==> config.mk <==
export PLATFORM = sky130hd
export DESIGN_NAME = radio_link_connection_fsm_core
export DESIGN_NICKNAME = d
export VERILOG_FILES = /design/src/design/rlc_pkg.sv /design/src/design/rlc_front.sv /design/src/design/rlc_queue.sv /design/src/design/rlc_back.sv /design/src/design/radio_link_connection_fsm_core.sv
export SDC_FILE = /design/constraint.sdc
export NUM_CORES = 1
export LEC_CHECK = 0
export BUFFER_PORTS_ARGS = -buffer_cell sky130_fd_sc_hd__buf_2
export CAP_MARGIN = 20
export CORE_ASPECT_RATIO = 0.8
export CORE_MARGIN = 8
export CORE_UTILIZATION = 35
export CTS_BUF_LIST = sky130_fd_sc_hd__clkbuf_8
export DETAILED_ROUTE_END_ITERATION = 10
export HOLD_SLACK_MARGIN = 0.12
export PLACE_DENSITY_LB_ADDON = 0.05
export SLEW_MARGIN = 20
export SYNTH_ARGS = -nofsm -noshare
export SYNTH_HDL_FRONTEND = slang
export SYNTH_HIERARCHICAL = 1
export SYNTH_SLANG_ARGS = --single-unit
==> constraint.sdc <==
create_clock -name clk -period 4.5 [get_ports clk]
set_input_delay 0.45 -clock clk [delete_from_list [all_inputs] [get_ports clk]]
set_output_delay 0.45 -clock clk [all_outputs]
set_load 0.01 [all_outputs]
==> src/design/rlc_pkg.sv <==
// types and constants shared by the radio link connection blocks
// no dependencies
package rlc_pkg;

	// operation codes on the input side
	localparam logic [2:0] OP_START_CONNECT = 3'd0;
	localparam logic [2:0] OP_RELEASE       = 3'd1;
	localparam logic [2:0] OP_SUSPEND_REQ   = 3'd2;
	localparam logic [2:0] OP_FORCE_IDLE    = 3'd3;
	localparam logic [2:0] OP_START_RESUME  = 3'd4;
	localparam logic [2:0] OP_RESTORE       = 3'd5;
	localparam logic [2:0] OP_RX_MESSAGE    = 3'd6;

	// received message types
	localparam logic [2:0] RX_SETUP       = 3'd0;
	localparam logic [2:0] RX_RELEASE     = 3'd1;
	localparam logic [2:0] RX_RESUME_OK   = 3'd2;
	localparam logic [2:0] RX_RESUME_FAIL = 3'd3;

	// classified commands handed from front to back
	localparam logic [3:0] CMD_NOP         = 4'd0;
	localparam logic [3:0] CMD_CONNECT     = 4'd1;
	localparam logic [3:0] CMD_RELEASE     = 4'd2;
	localparam logic [3:0] CMD_SUSPEND_REQ = 4'd3;
	localparam logic [3:0] CMD_FORCE_IDLE  = 4'd4;
	localparam logic [3:0] CMD_RESUME      = 4'd5;
	localparam logic [3:0] CMD_RESTORE     = 4'd6;
	localparam logic [3:0] CMD_RX_SETUP    = 4'd7;
	localparam logic [3:0] CMD_RX_RELEASE  = 4'd8;
	localparam logic [3:0] CMD_RX_RES_OK   = 4'd9;
	localparam logic [3:0] CMD_RX_RES_FAIL = 4'd10;

	// link states
	localparam logic [1:0] ST_IDLE       = 2'd0;
	localparam logic [1:0] ST_CONNECTING = 2'd1;
	localparam logic [1:0] ST_CONNECTED  = 2'd2;
	localparam logic [1:0] ST_INACTIVE   = 2'd3;

	// message kinds to send
	localparam logic [1:0] KIND_SETUP_REQ  = 2'd0;
	localparam logic [1:0] KIND_SETUP_DONE = 2'd1;
	localparam logic [1:0] KIND_RELEASE    = 2'd2;

	// resume notification codes
	localparam logic [1:0] RES_NONE = 2'd0;
	localparam logic [1:0] RES_OK   = 2'd1;
	localparam logic [1:0] RES_FAIL = 2'd2;

	localparam logic [7:0] SUSPEND_REQ_FLAGS = 8'h02;
	localparam logic [2:0] RX_LEN_ID         = 3'd2;
	localparam logic [2:0] RX_LEN_FULL       = 3'd7;

	// bus widths
	localparam int S_DATA_W = 96;
	localparam int M_DATA_W = 80;
	localparam int QUEUE_DEPTH = 2;

	// one classified item in the queue
	typedef struct packed {
		logic [3:0]  cmd;
		logic        long_id;    // id field present (or targeted connect)
		logic        suspend_ok; // full release with suspension bit set
		logic [15:0] id;
		logic [31:0] rsm_ident;
	} cmd_t;

	// one result item
	typedef struct packed {
		logic        send_valid;
		logic [1:0]  send_kind;
		logic [1:0]  send_length;
		logic [15:0] send_id;
		logic [7:0]  send_flags;
		logic        suspend_event;
		logic [1:0]  resume_event;
		logic [31:0] event_value;
		logic        ignored;
		logic [1:0]  link_state;
		logic [15:0] current_id;
	} result_t;

endpackage

==> src/design/rlc_front.sv <==
// front part: decodes operation and received type into a queue command
// depends on rlc_pkg
module rlc_front (
	input  logic [2:0]                      operation,
	input  logic [rlc_pkg::S_DATA_W-1:0]    payload,
	output rlc_pkg::cmd_t                   cmd
);

	logic [15:0] cell_id;
	logic [15:0] restore_id;
	logic [2:0]  rx_type;
	logic [2:0]  rx_length;
	logic [15:0] rx_id;
	logic [7:0]  rx_flags;
	logic [31:0] rx_resume_id;

	// unpack the bus fields
	assign cell_id      = payload[15:0];
	assign restore_id   = payload[31:16];
	assign rx_type      = payload[34:32];
	assign rx_length    = payload[37:35];
	assign rx_id        = payload[53:38];
	assign rx_flags     = payload[61:54];
	assign rx_resume_id = payload[93:62];

	// classify the item and pick the id that goes with it
	always_comb begin
		cmd.cmd        = rlc_pkg::CMD_NOP;
		cmd.long_id    = (rx_length >= rlc_pkg::RX_LEN_ID);
		cmd.suspend_ok = (rx_length == rlc_pkg::RX_LEN_FULL) && rx_flags[0];
		cmd.id         = rx_id;
		cmd.rsm_ident  = rx_resume_id;
		case (operation)
			rlc_pkg::OP_START_CONNECT: begin
				cmd.cmd     = rlc_pkg::CMD_CONNECT;
				cmd.long_id = (cell_id != 16'd0);
				cmd.id      = cell_id;
			end
			rlc_pkg::OP_RELEASE:      cmd.cmd = rlc_pkg::CMD_RELEASE;
			rlc_pkg::OP_SUSPEND_REQ:  cmd.cmd = rlc_pkg::CMD_SUSPEND_REQ;
			rlc_pkg::OP_FORCE_IDLE:   cmd.cmd = rlc_pkg::CMD_FORCE_IDLE;
			rlc_pkg::OP_START_RESUME: cmd.cmd = rlc_pkg::CMD_RESUME;
			rlc_pkg::OP_RESTORE: begin
				cmd.cmd = rlc_pkg::CMD_RESTORE;
				cmd.id  = restore_id;
			end
			rlc_pkg::OP_RX_MESSAGE: begin
				case (rx_type)
					rlc_pkg::RX_SETUP:       cmd.cmd = rlc_pkg::CMD_RX_SETUP;
					rlc_pkg::RX_RELEASE:     cmd.cmd = rlc_pkg::CMD_RX_RELEASE;
					rlc_pkg::RX_RESUME_OK:   cmd.cmd = rlc_pkg::CMD_RX_RES_OK;
					rlc_pkg::RX_RESUME_FAIL: cmd.cmd = rlc_pkg::CMD_RX_RES_FAIL;
					default:                 cmd.cmd = rlc_pkg::CMD_NOP;
				endcase
			end
			default: cmd.cmd = rlc_pkg::CMD_NOP;
		endcase
	end

endmodule

==> src/design/rlc_queue.sv <==
// two-entry command queue between front and back
// depends on rlc_pkg
module rlc_queue (
	input  logic           clk,
	input  logic           arst_n,
	input  logic           push,
	input  rlc_pkg::cmd_t  push_cmd,
	output logic           full,
	input  logic           pop,
	output logic           not_empty,
	output rlc_pkg::cmd_t  pop_cmd
);

	localparam int PtrW = $clog2(rlc_pkg::QUEUE_DEPTH);
	localparam int CntW = $clog2(rlc_pkg::QUEUE_DEPTH + 1);

	rlc_pkg::cmd_t   mem_q [rlc_pkg::QUEUE_DEPTH];
	logic [PtrW-1:0] wr_q;
	logic [PtrW-1:0] rd_q;
	logic [CntW-1:0] count_q;

	assign full      = (count_q == CntW'(rlc_pkg::QUEUE_DEPTH));
	assign not_empty = (count_q != '0);
	assign pop_cmd   = mem_q[rd_q];

	// storage
	always_ff @(posedge clk) begin
		if (push) begin
			mem_q[wr_q] <= push_cmd;
		end
	end

	// pointers and fill count
	always_ff @(posedge clk or negedge arst_n) begin
		if (!arst_n) begin
			wr_q    <= '0;
			rd_q    <= '0;
			count_q <= '0;
		end else begin
			if (push) begin
				wr_q <= wr_q + PtrW'(1);
			end
			if (pop) begin
				rd_q <= rd_q + PtrW'(1);
			end
			if (push && !pop) begin
				count_q <= count_q + CntW'(1);
			end else if (pop && !push) begin
				count_q <= count_q - CntW'(1);
			end
		end
	end

endmodule

==> src/design/rlc_back.sv <==
// back part: link state update and registered result
// depends on rlc_pkg
module rlc_back (
	input  logic            clk,
	input  logic            arst_n,
	input  logic            cmd_valid,
	input  rlc_pkg::cmd_t   cmd,
	output logic            cmd_pop,
	output logic            res_valid,
	input  logic            res_ready,
	output rlc_pkg::result_t res
);

	logic [1:0]  state_q;
	logic [15:0] assigned_id_q;
	logic [31:0] resume_identity_q;
	logic        res_valid_q;
	rlc_pkg::result_t res_q;

	logic [1:0]  state_d;
	logic [15:0] assigned_id_d;
	logic [31:0] resume_identity_d;
	logic [15:0] resume_new_id;
	rlc_pkg::result_t res_d;

	assign cmd_pop   = cmd_valid && (!res_valid_q || res_ready);
	assign res_valid = res_valid_q;
	assign res       = res_q;
	assign resume_new_id = cmd.long_id ? cmd.id : assigned_id_q;

	// next state and result for the command at the queue head
	always_comb begin
		state_d           = state_q;
		assigned_id_d     = assigned_id_q;
		resume_identity_d = resume_identity_q;
		res_d             = '0;
		res_d.ignored     = 1'b1;
		case (cmd.cmd)
			rlc_pkg::CMD_CONNECT: begin
				if (state_q == rlc_pkg::ST_IDLE) begin
					res_d.ignored     = 1'b0;
					res_d.send_valid  = 1'b1;
					res_d.send_kind   = rlc_pkg::KIND_SETUP_REQ;
					res_d.send_length = cmd.long_id ? 2'd2 : 2'd1;
					res_d.send_id     = cmd.id;
					state_d           = rlc_pkg::ST_CONNECTING;
				end
			end
			rlc_pkg::CMD_RELEASE: begin
				if (state_q == rlc_pkg::ST_CONNECTED) begin
					res_d.ignored     = 1'b0;
					res_d.send_valid  = 1'b1;
					res_d.send_kind   = rlc_pkg::KIND_RELEASE;
					res_d.send_length = 2'd2;
					res_d.send_id     = assigned_id_q;
					state_d           = rlc_pkg::ST_IDLE;
					assigned_id_d     = '0;
				end
			end
			rlc_pkg::CMD_SUSPEND_REQ: begin
				if (state_q == rlc_pkg::ST_CONNECTED) begin
					res_d.ignored     = 1'b0;
					res_d.send_valid  = 1'b1;
					res_d.send_kind   = rlc_pkg::KIND_RELEASE;
					res_d.send_length = 2'd3;
					res_d.send_id     = assigned_id_q;
					res_d.send_flags  = rlc_pkg::SUSPEND_REQ_FLAGS;
				end
			end
			rlc_pkg::CMD_FORCE_IDLE: begin
				if (state_q != rlc_pkg::ST_IDLE) begin
					res_d.ignored     = 1'b0;
					state_d           = rlc_pkg::ST_IDLE;
					assigned_id_d     = '0;
					resume_identity_d = '0;
				end
			end
			rlc_pkg::CMD_RESUME: begin
				if (state_q == rlc_pkg::ST_INACTIVE) begin
					res_d.ignored = 1'b0;
					state_d       = rlc_pkg::ST_CONNECTING;
				end
			end
			rlc_pkg::CMD_RESTORE: begin
				res_d.ignored = 1'b0;
				state_d       = rlc_pkg::ST_CONNECTED;
				assigned_id_d = cmd.id;
			end
			rlc_pkg::CMD_RX_SETUP: begin
				if (state_q == rlc_pkg::ST_CONNECTING) begin
					res_d.ignored     = 1'b0;
					res_d.send_valid  = 1'b1;
					res_d.send_kind   = rlc_pkg::KIND_SETUP_DONE;
					res_d.send_length = 2'd2;
					res_d.send_id     = resume_new_id;
					assigned_id_d     = resume_new_id;
					state_d           = rlc_pkg::ST_CONNECTED;
				end
			end
			rlc_pkg::CMD_RX_RELEASE: begin
				res_d.ignored = 1'b0;
				if (cmd.suspend_ok && state_q == rlc_pkg::ST_CONNECTED) begin
					// suspension keeps the id for a later resume
					res_d.suspend_event = 1'b1;
					res_d.event_value   = cmd.rsm_ident;
					resume_identity_d   = cmd.rsm_ident;
					state_d             = rlc_pkg::ST_INACTIVE;
				end else begin
					assigned_id_d = '0;
					state_d       = rlc_pkg::ST_IDLE;
				end
			end
			rlc_pkg::CMD_RX_RES_OK: begin
				if (state_q == rlc_pkg::ST_CONNECTING && resume_identity_q != '0) begin
					res_d.ignored      = 1'b0;
					res_d.resume_event = rlc_pkg::RES_OK;
					res_d.event_value  = {16'd0, resume_new_id};
					assigned_id_d      = resume_new_id;
					resume_identity_d  = '0;
					state_d            = rlc_pkg::ST_CONNECTED;
				end
			end
			rlc_pkg::CMD_RX_RES_FAIL: begin
				if (state_q == rlc_pkg::ST_CONNECTING) begin
					res_d.ignored      = 1'b0;
					res_d.resume_event = rlc_pkg::RES_FAIL;
					assigned_id_d      = '0;
					resume_identity_d  = '0;
					state_d            = rlc_pkg::ST_IDLE;
				end
			end
			default: res_d.ignored = 1'b1;
		endcase
		res_d.link_state = state_d;
		res_d.current_id = assigned_id_d;
	end

	// link state registers
	always_ff @(posedge clk or negedge arst_n) begin
		if (!arst_n) begin
			state_q           <= rlc_pkg::ST_IDLE;
			assigned_id_q     <= '0;
			resume_identity_q <= '0;
			res_valid_q       <= 1'b0;
		end else begin
			if (cmd_pop) begin
				state_q           <= state_d;
				assigned_id_q     <= assigned_id_d;
				resume_identity_q <= resume_identity_d;
				res_valid_q       <= 1'b1;
			end else if (res_ready) begin
				res_valid_q <= 1'b0;
			end
		end
	end

	// result register
	always_ff @(posedge clk) begin
		if (cmd_pop) begin
			res_q <= res_d;
		end
	end

endmodule

==> src/design/radio_link_connection_fsm_core.sv <==
// Radio link connection control, user side: idle, connecting, connected and
// inactive states driven by local operations and decoded received messages.
// One item is accepted per cycle while s_tready is high, and every item gives
// exactly one result. An accepted item waits at the head of the two-entry
// command queue, then moves to the output register, which offers its result
// on m_tvalid. The back part takes one item per cycle from the queue while the
// output register is free or its result is taken; a stalled receiver fills
// the queue after two more items and then holds s_tready low until the result
// is taken.
// Depends on rlc_pkg, rlc_front, rlc_queue and rlc_back.
module radio_link_connection_fsm_core (
	input  logic                          clk,
	input  logic                          arst_n,
	input  logic                          s_tvalid,
	output logic                          s_tready,
	// cell_id, restore_id, rx_type, rx_length, rx_id, rx_flags, rx_resume_id
	input  logic [rlc_pkg::S_DATA_W-1:0]  s_tdata,
	// operation
	input  logic [2:0]                    s_tuser,
	output logic                          m_tvalid,
	input  logic                          m_tready,
	// send_length, send_id, send_flags, suspend_event, resume_event,
	// event_value, ignored, link_state, current_id
	output logic [rlc_pkg::M_DATA_W-1:0]  m_tdata,
	// send_valid, send_kind
	output logic [2:0]                    m_tuser
);

	rlc_pkg::cmd_t    front_cmd;
	rlc_pkg::cmd_t    head_cmd;
	rlc_pkg::result_t res;
	logic             q_full;
	logic             q_not_empty;
	logic             q_pop;
	logic             q_push;

	assign s_tready = !q_full;
	assign q_push   = s_tvalid && !q_full;

	// classify incoming items
	rlc_front u_front (
		.operation (s_tuser),
		.payload   (s_tdata),
		.cmd       (front_cmd)
	);

	// decouple front from back
	rlc_queue u_queue (
		.clk       (clk),
		.arst_n    (arst_n),
		.push      (q_push),
		.push_cmd  (front_cmd),
		.full      (q_full),
		.pop       (q_pop),
		.not_empty (q_not_empty),
		.pop_cmd   (head_cmd)
	);

	// execute commands
	rlc_back u_back (
		.clk       (clk),
		.arst_n    (arst_n),
		.cmd_valid (q_not_empty),
		.cmd       (head_cmd),
		.cmd_pop   (q_pop),
		.res_valid (m_tvalid),
		.res_ready (m_tready),
		.res       (res)
	);

	// pack the result onto the output bus
	assign m_tuser = {res.send_kind, res.send_valid};
	assign m_tdata = {res.current_id, res.link_state, res.ignored, res.event_value,
		res.resume_event, res.suspend_event, res.send_flags, res.send_id,
		res.send_length};

endmodule

* Yosys cells after proc, flatten, opt, wreduce, memory -nomap -nowiden
Memory sizes are Yosys's and may differ from the RTL's.
Index checks and enable logic that the tools add are counted.
** Word-level totals
- Bits in registers :: 138
- Bits in latches :: 0
- RAM bits :: 108
- ROM bits :: 0
- Input bits :: 103
- Output and inout bits :: 85
- Word-level logic and storage cells :: 128
- Memories :: 1
** Cells by class
- Add/subtract/negate cells :: 4
- Multiply operators :: 0
- Divide/modulo/power cells :: 0
- Order comparisons :: 1
- Eq/ne operators :: 28
- Shifts and indexed selects :: 0
- Multiplexer cells :: 50
- Bitwise logic cells :: 0
- Reductions and logical operators :: 26
** Memories
- u_queue.mem_q :: depth 2, width 54, rd ports 1, clocked after memory_dff 0, write ports 1, line rlc_queue.sv:17 : rlc_pkg::cmd_t mem_q [rlc_pkg::QUEUE_DEPTH];
** Operators by type and width (count)
- two-way mux 32 bit :: 5
- case mux 32 bit (4 select lines) :: 1
- two-way mux 16 bit :: 7
- case mux 16 bit (7 select lines) :: 1
- case mux 21 bit (4 select lines) :: 1
- case mux 32 bit (2 select lines) :: 1
- two-way mux 21 bit :: 3
- two-way mux 34 bit :: 1
- case mux 16 bit (2 select lines) :: 1
- nonzero test 32 bit :: 1
- two-way mux 29 bit :: 1
- case mux 4 bit (7 select lines) :: 1
- two-way mux 2 bit :: 12
- case mux 2 bit (9 select lines) :: 1
- equality test 4 x 3 -> 1 bit, second input constant :: 4
- case mux 4 bit (4 select lines) :: 1
- nonzero test 16 bit :: 1
- equality test 3 x 2 -> 1 bit, second input constant :: 4
- equality test 3 bit, second input constant :: 4
- equality test 4 bit, second input constant :: 3
- two-way mux 1 bit :: 11
- equality test 4 x 2 -> 1 bit, second input constant :: 2
- != test 2 x 1 -> 1 bit, second input constant :: 4
- nonzero test 2 bit :: 4
- other kinds (18) :: 34

* Depth between registers and ports, before layout
Gate-level depths: netlist of the first run.
- Word-level depth :: 7
- Mapped depth :: 10
- Depth with buffers taken out :: 8

* Cells and area by module
Netlist of the first run, hierarchy kept.
** Modules (own cells, without submodules)
- rlc_back :: instances 1, cells each 514, area each 6059.6 µm²
- rlc_queue :: instances 1, cells each 184, area each 4335.4 µm²
- rlc_front :: instances 1, cells each 92, area each 708.2 µm²
- radio_link_connection_fsm_core :: instances 1, cells each 2, area each 10.0 µm²

* Worst setup path before layout of the first run
OpenSTA, ideal clock, no wires.
- Path kind :: input to register
- Start point :: in m_tready
- End point :: reg u_queue.count_q[1]
- Arrival time :: 4.021 ns
- Required time :: 4.421 ns
- Setup slack :: 0.400 ns
- Stages on the path :: 9
- Buffers on the path :: 1
- Cells stage by stage :: nand2b_1 -> nand2_1 -> clkinv_1 -> clkbuf_1 -> inv_1 -> ha_1 -> xor2_1 -> nor2_1 -> xor2_1
** On the way
- Longest elaborated chain between the ends :: 5
- Elaborated cells between the ends (all ways) :: 7
- Those cells by class :: mux (1); reduce/logical (6)
** RTL lines
- start: declaration :: line radio_link_connection_fsm_core.sv:21 : input logic m_tready,
- logical OR 1 bit * :: line rlc_back.sv:26 : assign cmd_pop = cmd_valid && (!res_valid_q || res_ready);
- logical AND 1 bit * :: line rlc_back.sv:26
- net q_pop :: line radio_link_connection_fsm_core.sv:34 : logic q_pop;
- logical NOT 1 bit :: line rlc_queue.sv:46 : if (push && !pop) begin
- logical AND 1 bit :: line rlc_queue.sv:46
- two-way mux 2 bit / nonzero test 2 bit (equally long branches)
- end signal: assignment :: line rlc_queue.sv:47 : count_q <= count_q + CntW'(1);
- end signal: assignment :: line rlc_queue.sv:49 : count_q <= count_q - CntW'(1);
- end: declaration :: line rlc_queue.sv:20 : logic [CntW-1:0] count_q;
The timed path passes the listed nets; every way through them passes the cells marked *.
A chain may end at the register's enable or synchronous reset.

==> impl_metrics.prom, run 1 <==
# TYPE chip_impl_metric gauge
chip_impl_metric{name="cts_htree_levels",unit=""} 2
chip_impl_metric{name="holdWs",unit="ps"} 211
chip_impl_metric{name="die-area",unit="um^2"} 37700
chip_impl_info{name="status",value="completed"} 1
chip_impl_metric{name="grt_use_total",unit="%"} 14.8
chip_impl_info{name="rsz0062_at_grt",value="false"} 1
chip_impl_metric{name="first_pass_iters",unit=""} 6
chip_impl_metric{name="worst_ep_required_time",unit="ps"} 4950
chip_impl_info{name="timing.hold.worst.class",value="input port to register"} 1
chip_impl_metric{name="clockBufferDepth",unit=""} 3
chip_impl_metric{name="worstSkewPairLatency",unit="ps"} 550
chip_impl_metric{name="syn_inst",unit=""} 792
chip_impl_metric{name="synth_xor_area_share",unit="%"} 0.552
chip_impl_metric{name="finalSetupViolations",unit=""} 0
chip_impl_info{name="yosys_most_used_dff",value="sky130_fd_sc_hd__edfxtp_1"} 1
chip_impl_metric{name="final_layout_size_suffix_gt1_share",unit="%"} 30.9
chip_impl_metric{name="slew_headroom",unit="%"} 41.3
chip_impl_metric{name="synth_enable_flop_cells",unit=""} 184
chip_impl_metric{name="globalplace.congestion",unit=""} 0.849
chip_impl_metric{name="floorplan.initialDensity",unit="%"} 35.4
chip_impl_info{name="layout_commonest_cell",value="sky130_fd_sc_hd__edfxtp_1"} 1
chip_impl_metric{name="synth.distinct_cells",unit=""} 64
chip_impl_metric{name="clkSinkCount",unit=""} 239
chip_impl_metric{name="post-route-min-period",unit="ps"} 3230
chip_impl_metric{name="hold_viol",unit=""} 0
chip_impl_metric{name="buffer_ports.inserted",unit=""} 171
chip_impl_metric{name="dr_total_vias",unit=""} 7110
chip_impl_metric{name="reg2reg_slack",unit="ps"} 1270
chip_impl_metric{name="footprint_of_the_multi_input_gates",unit="um^2"} 3520
chip_impl_metric{name="grt_overflow",unit=""} 0
chip_impl_metric{name="aggregate_negative_setup_slack",unit="ps"} 0
chip_impl_info{name="critPathKind",value="register to register"} 1
chip_impl_metric{name="syn_avg_cell_area",unit="um^2"} 14.0
chip_impl_metric{name="synth_mux_area_share",unit="%"} 11.7
chip_impl_metric{name="nets",unit=""} 1083
chip_impl_info{name="r2r-start",value="u_queue/rd_q"} 1
chip_impl_metric{name="count_of_buffering_cells_on_the_critical_path_with_inverters_included",unit=""} 1
chip_impl_metric{name="final_max_tran_viols",unit=""} 0
chip_impl_metric{name="clk_pin_slew",unit="ps"} 60
chip_impl_metric{name="post_cts.resized_instances",unit=""} 0
chip_impl_info{name="rr_endpoint",value="u_back/resume_identity_q[8]"} 1
chip_impl_metric{name="storage_cell_area",unit="um^2"} 6910
chip_impl_info{name="layout.cells.most_common_list",value="sky130_fd_sc_hd__edfxtp_1, sky130_fd_sc_hd__buf_2, sky130_fd_sc_hd__inv_1, sky130_fd_sc_hd__dfrtp_1, sky130_fd_sc_hd__mux2i_1"} 1
chip_impl_metric{name="fp-row-count",unit=""} 58
chip_impl_metric{name="drt-wirelength-per-cell",unit="um"} 20.3
chip_impl_metric{name="finalWirelength",unit="um"} 29100
chip_impl_metric{name="fillers",unit=""} 2950
chip_impl_metric{name="drtIter0Drc",unit=""} 617
chip_impl_metric{name="grt_pass1_wl",unit="um"} 43900
chip_impl_metric{name="grt_max_degree",unit=""} 55
chip_impl_metric{name="fin_worst_skew",unit="ps"} 17.9
chip_impl_metric{name="cts_inserted_buffers",unit=""} 43
chip_impl_metric{name="floorplan.die.height",unit="um"} 175
chip_impl_info{name="critical_path.endpoint_type",value="register"} 1
chip_impl_metric{name="drcViolationCount",unit=""} 0
chip_impl_info{name="largest_family_of_logic_cells_by_synthesized_area",value="multiplexers"} 1
chip_impl_metric{name="ant_nets",unit=""} 0
chip_impl_info{name="timing.hold.worst.start",value="m_tready"} 1
chip_impl_metric{name="final_cells",unit=""} 1433
chip_impl_metric{name="worst_r2r_path_depth",unit=""} 7
chip_impl_metric{name="p_leak",unit="uW"} 0.00554
chip_impl_metric{name="syn_area",unit="um^2"} 11100
chip_impl_metric{name="min_path_cells",unit=""} 3
chip_impl_metric{name="period_share",unit="%"} 71.7
chip_impl_metric{name="floorplan_core_area",unit="um^2"} 31400
chip_impl_metric{name="synth.ff_latch_count",unit=""} 239
chip_impl_metric{name="async_flop_share",unit="%"} 23.0
chip_impl_info{name="tritoncts_clock_tree",value="yes"} 1
chip_impl_metric{name="power-per-cell-area",unit="nW/um^2"} 661
chip_impl_metric{name="cp_data_arrival_time",unit="ps"} 3680
chip_impl_metric{name="cp_max_fo",unit=""} 32
chip_impl_metric{name="grt_antenna_before_repair",unit=""} 1
chip_impl_metric{name="power",unit="uW"} 8740
chip_impl_metric{name="first_global_vias",unit=""} 7287
chip_impl_metric{name="num_io_pins",unit=""} 188
chip_impl_info{name="ctsRootBufferMaster",value="sky130_fd_sc_hd__clkbuf_8"} 1
chip_impl_metric{name="synth.yosys.seq_area_share",unit="%"} 62.1
chip_impl_metric{name="compound_cell_area_share_of_the_yosys_netlist",unit="%"} 11.0
chip_impl_info{name="master_of_the_slowest_instance_on_the_critical_path",value="sky130_fd_sc_hd__dfrtp_4"} 1
chip_impl_metric{name="flow.area_growth_from_synthesis",unit="%"} 18.9
chip_impl_info{name="cp_cell_sequence",value="mux2_4, nand3b_1, a211oi_1, a21oi_1, nor4b_4, buf_4, mux2i_1"} 1
chip_impl_metric{name="post_synth_fa_ha_maj_area_fraction",unit="%"} 0.113
chip_impl_metric{name="vias_per_cell",unit=""} 4.96
chip_impl_info{name="worst_hold_path.endpoint",value="u_back/res_valid"} 1
chip_impl_metric{name="die_width",unit="um"} 215
chip_impl_metric{name="tightest_slew",unit="ps"} 881
chip_impl_metric{name="cts.repair_timing.setup_buffer_count",unit=""} 0
chip_impl_info{name="critical_path.startpoint_type",value="register"} 1
chip_impl_metric{name="hpwl_after_detailed_placement",unit="um"} 20800
chip_impl_metric{name="yosysWarnings",unit=""} 6
chip_impl_metric{name="place_inst",unit=""} 1321
chip_impl_metric{name="timing.fmax",unit="GHz"} 0.310
chip_impl_metric{name="timing.max_cap.violations",unit=""} 0
chip_impl_metric{name="critPathMaxStageDelay",unit="ps"} 730
chip_impl_metric{name="synth_simple_gate_area_share",unit="%"} 7.76
chip_impl_info{name="crit_family",value="simple AND/OR/NAND/NOR gates"} 1
chip_impl_metric{name="ir_drop",unit="mV"} 0.228
chip_impl_metric{name="num_antenna_cells",unit=""} 0
-- logic make-up (layout without fill, tap and decap cells) --
| logic type | Yosys count | in the layout |
|---|---|---|
| AND/OR/NAND/NOR | 153 | 153 |
| AO/OA/AOI/OAI | 165 | 165 |
| XOR/XNOR | 7 | 7 |
| flip-flops | 239 | 239 |
| buffers and inverters | 121 | 336 |
| other | 1 | 7 |
| adder cells (fa/ha/maj) | 1 | 1 |
| multiplexers | 105 | 105 |
-- flip-flops by register name, summed over array words and instances (netlist names) --
| name | cells |
|---|---|
| u_queue/wr_q | 1 |
| u_queue/mem_q | 108 |
| u_back/assigned_id_q | 16 |
| u_queue/rd_q | 1 |
| u_back/resume_identity_q | 32 |
| u_queue/count_q | 2 |
| u_back/state_q | 2 |
| u_back/res | 76 |
| u_back/res_valid | 1 |
-- power by group --
group | leakage (uW) | internal (uW) | switching, uW
logic | 0.00254 | 1260 | 1880
clock network | 0.000492 | 1050 | 891
registers | 0.00251 | 3280 | 387
-- final cells by class --
type                    instances  share of cell area, %
clock inverters                31                   1.29
multi-input cells             438                   26.6
inverters                      41                   1.17
well taps                     420                   3.98
flip-flops and latches        239                   52.3
repair buffers                216                   9.66
clock buffers                  48                   5.00
-- how the worst max path moves through the flow --
stage,from,endpoint,slack [ps],depth (start not counted)
6_report,u_queue/rd_q,u_back/resume_identity_q[8],1270,7
3_5_place_dp,u_queue/rd_q,u_back/resume_identity_q[8],1270,7
3_3_place_gp,u_queue/rd_q,u_back/assigned_id_q[15],1370,6
5_1_grt,u_queue/rd_q,u_back/assigned_id_q[13],1120,6
2_1_floorplan,m_tready,u_queue/count_q[1],400,9
4_1_cts,u_queue/rd_q,u_back/resume_identity_q[8],1240,7
-- synth_stat cells, types with 4 or more instances --
cell,count,area [um^2]
sky130_fd_sc_hd__a21o_1,32,240
sky130_fd_sc_hd__nand2_1,47,176
sky130_fd_sc_hd__nand3_1,8,40.0
sky130_fd_sc_hd__a21oi_1,9,45.0
sky130_fd_sc_hd__buf_1,4,15.0
sky130_fd_sc_hd__a22o_1,48,420
sky130_fd_sc_hd__buf_4,41,308
sky130_fd_sc_hd__mux2_4,49,736
sky130_fd_sc_hd__and2_1,20,125
sky130_fd_sc_hd__inv_1,40,150
sky130_fd_sc_hd__nor4_1,12,75.1
sky130_fd_sc_hd__dfrtp_1,55,1380
sky130_fd_sc_hd__buf_12,5,100
sky130_fd_sc_hd__xor2_1,5,43.8
sky130_fd_sc_hd__nor2b_1,12,75.1
sky130_fd_sc_hd__buf_6,6,67.6
sky130_fd_sc_hd__edfxtp_1,184,5530
sky130_fd_sc_hd__mux2_2,5,56.3
sky130_fd_sc_hd__nor2_1,16,60.1
sky130_fd_sc_hd__o21ai_0,27,135
sky130_fd_sc_hd__buf_2,8,40.0
sky130_fd_sc_hd__mux2i_1,51,510
sky130_fd_sc_hd__and4_1,4,35.0
sky130_fd_sc_hd__nand3b_1,4,30.0
sky130_fd_sc_hd__a22oi_1,14,105
sky130_fd_sc_hd__clkbuf_1,16,60.1
sky130_fd_sc_hd__o21ai_1,4,20.0
sky130_fd_sc_hd__o22ai_1,11,68.8
sky130_fd_sc_hd__nand2b_1,7,43.8
-- metal layers --
layer	part of all wire, %	up-vias	GRT usage, %
li1	-	3300	-
met1	46	3508	20.5
met2	45	255	22.7
met3	7.0	45	4.16
met4	2.0	2	4.08
met5	0.045	-	0
-- worst register-to-register path: cells and delay by family (launching register included) --
family / cells / cell delay [ps]
AND/OR/NAND/NOR: 2 / 750
buffers and inverters: 1 / 510
multiplexers: 2 / 640
AO/OA/AOI/OAI: 2 / 510
flip-flops: 1 / 730
-- stage by stage --
step,utilization [%],instance area [um^2],setup slack (ps)
3_5_place_dp,38.4,12000,1270
3_3_place_gp,38.4,12000,1370
2_1_floorplan,-,11100,400
5_1_grt,42.1,13200,1120
4_1_cts,42.1,13200,1240
6_report,42.1,13200,1270
-- what timing repair did --
action                                  in CTS  in global routing
endpoints found under the hold margin       88                  0
endpoints found under the setup margin       0                  0
hold buffers                                33                  0
(Power assumes the default switching activity.)
==> run 2, diff against run 1 <==
ABC_AREA = 1   (was unset)
clock period = 3.1 ns   (was 4.5 ns; I/O delays follow)
==> impl_metrics.prom, run 2 <==
# TYPE chip_impl_metric gauge
chip_impl_info{name="critical_path.startpoint_type",value="register"} 1
chip_impl_metric{name="yosysWarnings",unit=""} 6
chip_impl_metric{name="synth.distinct_cells",unit=""} 41
chip_impl_metric{name="timing.max_cap.violations",unit=""} 0
chip_impl_metric{name="ant_nets",unit=""} 0
chip_impl_metric{name="async_flop_share",unit="%"} 23.0
chip_impl_metric{name="first_pass_iters",unit=""} 5
chip_impl_metric{name="period_share",unit="%"} 92.7
chip_impl_metric{name="slew_headroom",unit="%"} 40.3
chip_impl_metric{name="post-route-min-period",unit="ps"} 2880
chip_impl_metric{name="buffer_ports.inserted",unit=""} 171
chip_impl_metric{name="nets",unit=""} 1423
chip_impl_metric{name="clkSinkCount",unit=""} 239
chip_impl_info{name="synth_top_cells_by_count",value="sky130_fd_sc_hd__nand2_1, sky130_fd_sc_hd__edfxtp_1, sky130_fd_sc_hd__inv_1"} 1
chip_impl_metric{name="cts_inserted_buffers",unit=""} 43
chip_impl_metric{name="finalSetupViolations",unit=""} 0
chip_impl_metric{name="place_area",unit="um^2"} 12800
chip_impl_metric{name="drt-wirelength-per-cell",unit="um"} 18.0
chip_impl_metric{name="hpwl_after_detailed_placement",unit="um"} 22300
chip_impl_info{name="worst_hold_path.endpoint",value="u_queue/mem_q[1][32]"} 1
chip_impl_metric{name="synth.yosys.seq_area_share",unit="%"} 58.6
chip_impl_metric{name="floorplan_core_area",unit="um^2"} 33400
chip_impl_metric{name="synth.top_cell.area_share",unit="%"} 46.9
chip_impl_metric{name="min_path_cells",unit=""} 3
chip_impl_metric{name="grt_overflow",unit=""} 0
chip_impl_metric{name="clk_pin_slew",unit="ps"} 60
chip_impl_metric{name="cts.repair_timing.setup_buffer_count",unit=""} 0
chip_impl_metric{name="final_max_tran_viols",unit=""} 0
chip_impl_info{name="critical_path.endpoint_type",value="register"} 1
chip_impl_info{name="rr_endpoint",value="u_back/resume_identity_q[10]"} 1
chip_impl_info{name="rsz0062_at_grt",value="false"} 1
chip_impl_metric{name="cts_htree_levels",unit=""} 2
chip_impl_metric{name="worst_r2r_path_depth",unit=""} 11
chip_impl_info{name="status",value="completed"} 1
chip_impl_metric{name="drcViolationCount",unit=""} 0
chip_impl_metric{name="final_cell_area",unit="um^2"} 14200
chip_impl_metric{name="drtIter0Drc",unit=""} 502
chip_impl_metric{name="internal-power",unit="uW"} 8020
chip_impl_metric{name="p_leak",unit="uW"} 0.00628
chip_impl_metric{name="tightest_slew",unit="ps"} 894
chip_impl_info{name="registers.top_by_ff_count",value="u_queue/mem_q"} 1
chip_impl_info{name="r2r-start",value="u_queue/rd_q"} 1
chip_impl_info{name="layout_commonest_cell",value="sky130_fd_sc_hd__nand2_1"} 1
chip_impl_metric{name="synth.ff_latch_count",unit=""} 239
chip_impl_info{name="timing.hold.worst.class",value="input port to register"} 1
chip_impl_metric{name="cp_data_arrival_time",unit="ps"} 3360
chip_impl_metric{name="first_global_vias",unit=""} 8433
chip_impl_metric{name="finalWirelength",unit="um"} 32100
chip_impl_metric{name="syn_inst",unit=""} 1092
chip_impl_metric{name="die-area",unit="um^2"} 39800
chip_impl_metric{name="power-per-cell-area",unit="nW/um^2"} 928
chip_impl_metric{name="combPwrFrac",unit="%"} 39.7
chip_impl_metric{name="power_frac_seq",unit="%"} 39.4
chip_impl_metric{name="grt_pass1_wl",unit="um"} 49500
chip_impl_metric{name="place_inst",unit=""} 1640
chip_impl_info{name="ctsRootBufferMaster",value="sky130_fd_sc_hd__clkbuf_8"} 1
chip_impl_metric{name="ir_drop",unit="mV"} 0.324
chip_impl_metric{name="synth_enable_flop_cells",unit=""} 184
chip_impl_metric{name="globalplace.congestion",unit=""} 0.862
chip_impl_metric{name="cp_max_fo",unit=""} 30
chip_impl_metric{name="syn_area",unit="um^2"} 11800
chip_impl_metric{name="post_cts.resized_instances",unit=""} 0
chip_impl_metric{name="reg2reg_slack",unit="ps"} 220
chip_impl_metric{name="grt_max_degree",unit=""} 60
chip_impl_info{name="timing.hold.worst.start",value="s_tdata[38]"} 1
chip_impl_metric{name="worstSkewPairLatency",unit="ps"} 560
chip_impl_metric{name="largest_reg_flops",unit=""} 108
chip_impl_metric{name="post-route-util",unit="%"} 42.6
chip_impl_metric{name="fp-row-count",unit=""} 60
chip_impl_metric{name="floorplan.die.height",unit="um"} 180
chip_impl_metric{name="clockPowerShare",unit="%"} 20.8
chip_impl_info{name="synth_area_leaders",value="sky130_fd_sc_hd__edfxtp_1, sky130_fd_sc_hd__dfrtp_1, sky130_fd_sc_hd__nand2_1"} 1
chip_impl_metric{name="num_io_pins",unit=""} 188
chip_impl_metric{name="grt_use_total",unit="%"} 15.8
chip_impl_info{name="critPathKind",value="register to register"} 1
chip_impl_metric{name="worst_ep_required_time",unit="ps"} 3580
chip_impl_info{name="yosys_most_used_dff",value="sky130_fd_sc_hd__edfxtp_1"} 1
chip_impl_metric{name="fin_worst_skew",unit="ps"} 20.7
chip_impl_metric{name="switching_share",unit="%"} 39.3
chip_impl_info{name="yosysTopAreaCell",value="sky130_fd_sc_hd__edfxtp_1"} 1
chip_impl_metric{name="grt_antenna_before_repair",unit=""} 2
chip_impl_metric{name="vias_per_cell",unit=""} 4.62
chip_impl_metric{name="floorplan.initialDensity",unit="%"} 35.3
chip_impl_info{name="layout.cells.most_common_list",value="sky130_fd_sc_hd__nand2_1, sky130_fd_sc_hd__edfxtp_1, sky130_fd_sc_hd__buf_2, sky130_fd_sc_hd__inv_1, sky130_fd_sc_hd__nor2_1"} 1
chip_impl_metric{name="dr_total_vias",unit=""} 8256
chip_impl_metric{name="holdWs",unit="ps"} 145
chip_impl_metric{name="flow.area_growth_from_synthesis",unit="%"} 20.9
chip_impl_metric{name="syn_avg_cell_area",unit="um^2"} 10.8
chip_impl_metric{name="final_layout_size_suffix_gt1_share",unit="%"} 29.9
chip_impl_metric{name="hold_viol",unit=""} 0
chip_impl_info{name="tritoncts_clock_tree",value="yes"} 1
chip_impl_metric{name="timing.fmax",unit="GHz"} 0.348
chip_impl_metric{name="die_width",unit="um"} 221
chip_impl_metric{name="final_cells",unit=""} 1788
chip_impl_metric{name="clockBufferDepth",unit=""} 3
chip_impl_metric{name="aggregate_negative_setup_slack",unit="ps"} 0
chip_impl_metric{name="p_switching",unit="uW"} 5190
chip_impl_info{name="most_instantiated_library_cell_after_synthesis",value="sky130_fd_sc_hd__nand2_1"} 1
run 2: changes by cell type after synthesis, sizes merged, moves of 14 or more:
cell | before | now
a21o | 32 | 0
a22o | 48 | 0
a22oi | 14 | 0
and2 | 20 | 1
inv | 40 | 129
mux2i | 51 | 0
nand2 | 47 | 282
nand3 | 8 | 77
nand4 | 3 | 20
nor2 | 17 | 88
o21ai | 31 | 63
run 2: repair_timing:
item                                    4_1_cts  5_1_grt
endpoints found under the setup margin        0       15
endpoints found under the hold margin       124        0
hold buffers                                 67        0
run 2: worst max path at each step:
stage                          start                      endpoint  slack, ps  depth (start not counted)
floorplan           u_back/res_valid            u_queue/count_q[1]        420                         10
global placement        u_queue/rd_q  u_back/resume_identity_q[13]        120                         11
detailed placement      u_queue/rd_q   u_back/resume_identity_q[9]        110                         11
CTS                     u_queue/rd_q  u_back/resume_identity_q[10]        100                         11
global route            u_queue/rd_q  u_back/resume_identity_q[10]         60                         11
finish                  u_queue/rd_q  u_back/resume_identity_q[10]        220                         11
run 2: cells by family after synthesis:
kind of cell,synth area share [%]
buf+inv,9.57
compound gates,6.27
fa+ha+maj,0.106
mux,6.72
other cells,0.0318
flops,58.6
xor+xnor,0.223
simple gates,18.5
run 2: metrics by stage:
stage	worst slack, ps	power (uW)
after floorplan	422	8880
after global placement	118	10500
after detailed placement	115	10500
after CTS	101	13400
after global routing	61.7	14200
final	225	13200
run 2: power groups by stage:
stage               clock (uW)  sequential, uW  combinational, uW
global placement             0            5280               5220
global route              3020            5340               5800
finish                    2750            5210               5250
CTS                       2880            5230               5330
floorplan                    0            5410               3470
detailed placement           0            5280               5240
run 2: cell type report:
class	count	area, um^2
well taps	434	543
clock buffers	49	674
multi-input cells	651	3790
fillers	3253	19200
clock inverters	30	131
inverters	129	489
flip-flops and latches	239	6910
diodes	1	2.50
repair buffers	255	1700
run 2: layer usage:
metal / up-vias / track usage [%] / share of wire, %
met1: 3876 / 22.8 / 49
met3: 48 / 3.82 / 6.2
met2: 242 / 23.2 / 42
met5: - / 0 / 0.040
li1: 4088 / - / -
met4: 2 / 4.64 / 2.3
run 2: critical path, cell delays in order, from the launching register on:
cell and delay, ps:
sky130_fd_sc_hd__dfrtp_4 570, sky130_fd_sc_hd__mux2_4 230, sky130_fd_sc_hd__inv_1 140, sky130_fd_sc_hd__nor2_4 540, sky130_fd_sc_hd__nand2_4 210, sky130_fd_sc_hd__inv_2 130
sky130_fd_sc_hd__nor3_2 40, sky130_fd_sc_hd__nor2_1 90, sky130_fd_sc_hd__and2_4 370, sky130_fd_sc_hd__buf_12 270, sky130_fd_sc_hd__nand3_2 90, sky130_fd_sc_hd__o21ai_2 80
==> run 3, diff against run 2 <==
CORE_ASPECT_RATIO = unset   (was 0.8)
==> impl_metrics.prom, run 3 (synthesized netlist as in run 2, its figures left out) <==
# TYPE chip_impl_metric gauge
chip_impl_info{name="status",value="completed"} 1
chip_impl_metric{name="first_pass_iters",unit=""} 5
chip_impl_metric{name="floorplan_core_area",unit="um^2"} 33400
chip_impl_metric{name="ant_nets",unit=""} 0
chip_impl_metric{name="grt_overflow",unit=""} 0
chip_impl_metric{name="worst_ep_required_time",unit="ps"} 3570
chip_impl_info{name="cp_cell_sequence",value="mux2_4, inv_2, nand2_1, a21oi_1, nor3_2, nor2_1, and2_4, buf_12, nand3_1, o21ai_2"} 1
chip_impl_metric{name="cp_data_arrival_time",unit="ps"} 3100
chip_impl_metric{name="fillers",unit=""} 3331
chip_impl_metric{name="die_width",unit="um"} 199
chip_impl_metric{name="drcViolationCount",unit=""} 0
chip_impl_metric{name="globalplace.congestion",unit=""} 0.850
chip_impl_info{name="registers.top_by_ff_count",value="u_queue/mem_q"} 1
chip_impl_info{name="rsz0062_at_grt",value="false"} 1
chip_impl_metric{name="grt_use_total",unit="%"} 15.9
chip_impl_metric{name="first_global_vias",unit=""} 8576
chip_impl_info{name="master_of_the_slowest_instance_on_the_critical_path",value="sky130_fd_sc_hd__dfrtp_4"} 1
chip_impl_metric{name="finalSetupViolations",unit=""} 0
chip_impl_metric{name="storage_cell_area",unit="um^2"} 6910
chip_impl_metric{name="buffer_ports.inserted",unit=""} 171
chip_impl_metric{name="cts_inserted_buffers",unit=""} 44
chip_impl_metric{name="drt-wirelength-per-cell",unit="um"} 17.7
chip_impl_metric{name="p_leak",unit="uW"} 0.00635
chip_impl_metric{name="tightest_slew",unit="ps"} 955
chip_impl_metric{name="floorplan.die.height",unit="um"} 199
chip_impl_info{name="layout_commonest_cell",value="sky130_fd_sc_hd__nand2_1"} 1
chip_impl_metric{name="worstSkewPairLatency",unit="ps"} 560
chip_impl_metric{name="finalWirelength",unit="um"} 31900
chip_impl_metric{name="ir_drop",unit="mV"} 0.598
chip_impl_metric{name="clkSinkCount",unit=""} 239
chip_impl_metric{name="timing.fmax",unit="GHz"} 0.380
chip_impl_metric{name="hold_viol",unit=""} 0
chip_impl_metric{name="final_cells",unit=""} 1800
chip_impl_info{name="critical_path.endpoint_type",value="register"} 1
chip_impl_metric{name="aggregate_negative_setup_slack",unit="ps"} 0
chip_impl_metric{name="largest_reg_flops",unit=""} 108
chip_impl_metric{name="fp-row-count",unit=""} 67
chip_impl_info{name="layout.cells.most_common_list",value="sky130_fd_sc_hd__nand2_1, sky130_fd_sc_hd__edfxtp_1, sky130_fd_sc_hd__buf_2, sky130_fd_sc_hd__inv_1, sky130_fd_sc_hd__nor2_1"} 1
chip_impl_metric{name="grt_max_degree",unit=""} 65
chip_impl_metric{name="cp_max_fo",unit=""} 64
chip_impl_metric{name="place_inst",unit=""} 1656
chip_impl_info{name="ctsRootBufferMaster",value="sky130_fd_sc_hd__clkbuf_8"} 1
chip_impl_metric{name="floorplan.initialDensity",unit="%"} 35.3
chip_impl_metric{name="die-area",unit="um^2"} 39800
chip_impl_metric{name="grt_pass1_wl",unit="um"} 48800
chip_impl_metric{name="footprint_of_the_multi_input_gates",unit="um^2"} 3780
chip_impl_metric{name="final_max_tran_viols",unit=""} 0
chip_impl_metric{name="cts.repair_timing.setup_buffer_count",unit=""} 0
chip_impl_metric{name="nets",unit=""} 1419
chip_impl_info{name="critical_path.startpoint_type",value="register"} 1
chip_impl_metric{name="timing.max_cap.violations",unit=""} 0
chip_impl_info{name="tritoncts_clock_tree",value="yes"} 1
chip_impl_metric{name="final_layout_size_suffix_gt1_share",unit="%"} 30.6
chip_impl_info{name="critPathKind",value="register to register"} 1
chip_impl_metric{name="critPathMaxStageDelay",unit="ps"} 590
chip_impl_metric{name="period_share",unit="%"} 84.8
chip_impl_metric{name="post-route-min-period",unit="ps"} 2630
chip_impl_metric{name="cts_htree_levels",unit=""} 2
chip_impl_metric{name="clk_pin_slew",unit="ps"} 50
chip_impl_metric{name="dr_total_vias",unit=""} 8215
chip_impl_metric{name="grt_antenna_before_repair",unit=""} 2
chip_impl_metric{name="vias_per_cell",unit=""} 4.56
chip_impl_metric{name="fin_worst_skew",unit="ps"} 26.5
chip_impl_metric{name="flow.area_growth_from_synthesis",unit="%"} 21.9
chip_impl_metric{name="slew_headroom",unit="%"} 36.4
chip_impl_metric{name="hpwl_after_detailed_placement",unit="um"} 21900
chip_impl_info{name="timing.hold.worst.class",value="input port to register"} 1
chip_impl_metric{name="power-per-cell-area",unit="nW/um^2"} 952
chip_impl_metric{name="num_io_pins",unit=""} 188
chip_impl_metric{name="clockBufferDepth",unit=""} 3
chip_impl_metric{name="drtIter0Drc",unit=""} 460
## run 3: critical path, delay by kind of cell, from the launching register on
kind	cells	cell delay, ps
simple gates	5	640
mux	1	360
buf+inv	2	440
compound gates	2	470
flops	1	590
## run 3: worst paths after layout
| kind | from | endpoint | slack (ps) | cells past startpoint |
|---|---|---|---|---|
| hold / removal | s_tdata[35] | u_queue/mem_q[1][48] | 160 | 3 |
| setup / recovery | u_queue/rd_q | u_back/resume_identity_q[2] | 470 | 10 |
| min in group asynchronous | arst_n | u_back/assigned_id_q[10] | 470 | 2 |
| hold reg to reg | u_queue/count_q[1] | u_queue/count_q[1] | 470 | 2 |
| setup reg to reg | u_queue/rd_q | u_back/resume_identity_q[2] | 470 | 10 |
| max in group asynchronous | arst_n | u_back/resume_identity_q[24] | 1820 | 3 |
## run 3: final cells by class
type / instances / area share (%)
Inverter: 129 / 3.41
Clock inverter: 28 / 1.64
Clock buffer: 54 / 5.18
Multi-Input combinational cell: 650 / 26.3
Tap cell: 448 / 3.91
Antenna cell: 1 / 0.0174
Sequential cell: 239 / 48.1
Timing Repair Buffer: 251 / 11.4
## run 3: power by group
part,switching [uW],leakage [uW],internal (uW),total [uW]
logic,3390,0.00328,1780,5170
registers,441,0.00252,4770,5210
clock network,1370,0.000550,1920,3290
total,5200,0.00635,8470,13700
## run 3: metal layers
metal	GRT usage (%)	share of wire [%]	wire (um)	vias to the layer above
li1	-	-	-	4063
met1	21.7	47	15100	3890
met2	24.6	44	14200	214
met3	3.69	5.8	1850	46
met4	5.20	2.2	716	2
met5	0	0.031	10	-
## run 3: what timing repair did
| action | in CTS | in global routing |
|---|---|---|
| gates resized for setup | 0 | 0 |
| endpoints found under the hold margin | 123 | 0 |
| hold buffers | 61 | 0 |
## run 3: per-stage QoR
stage	total power [uW]	hold slack [ps]	utilization [%]	worst slack [ps]	cell area, um^2
final	13700	161	43.0	471	14400
after global routing	14600	126	43.0	333	14400
after CTS	13900	122	43.0	508	14300
after detailed placement	10500	461	38.2	494	12800
after global placement	10400	453	38.2	470	12800
after floorplan	8880	14.4	-	422	11800
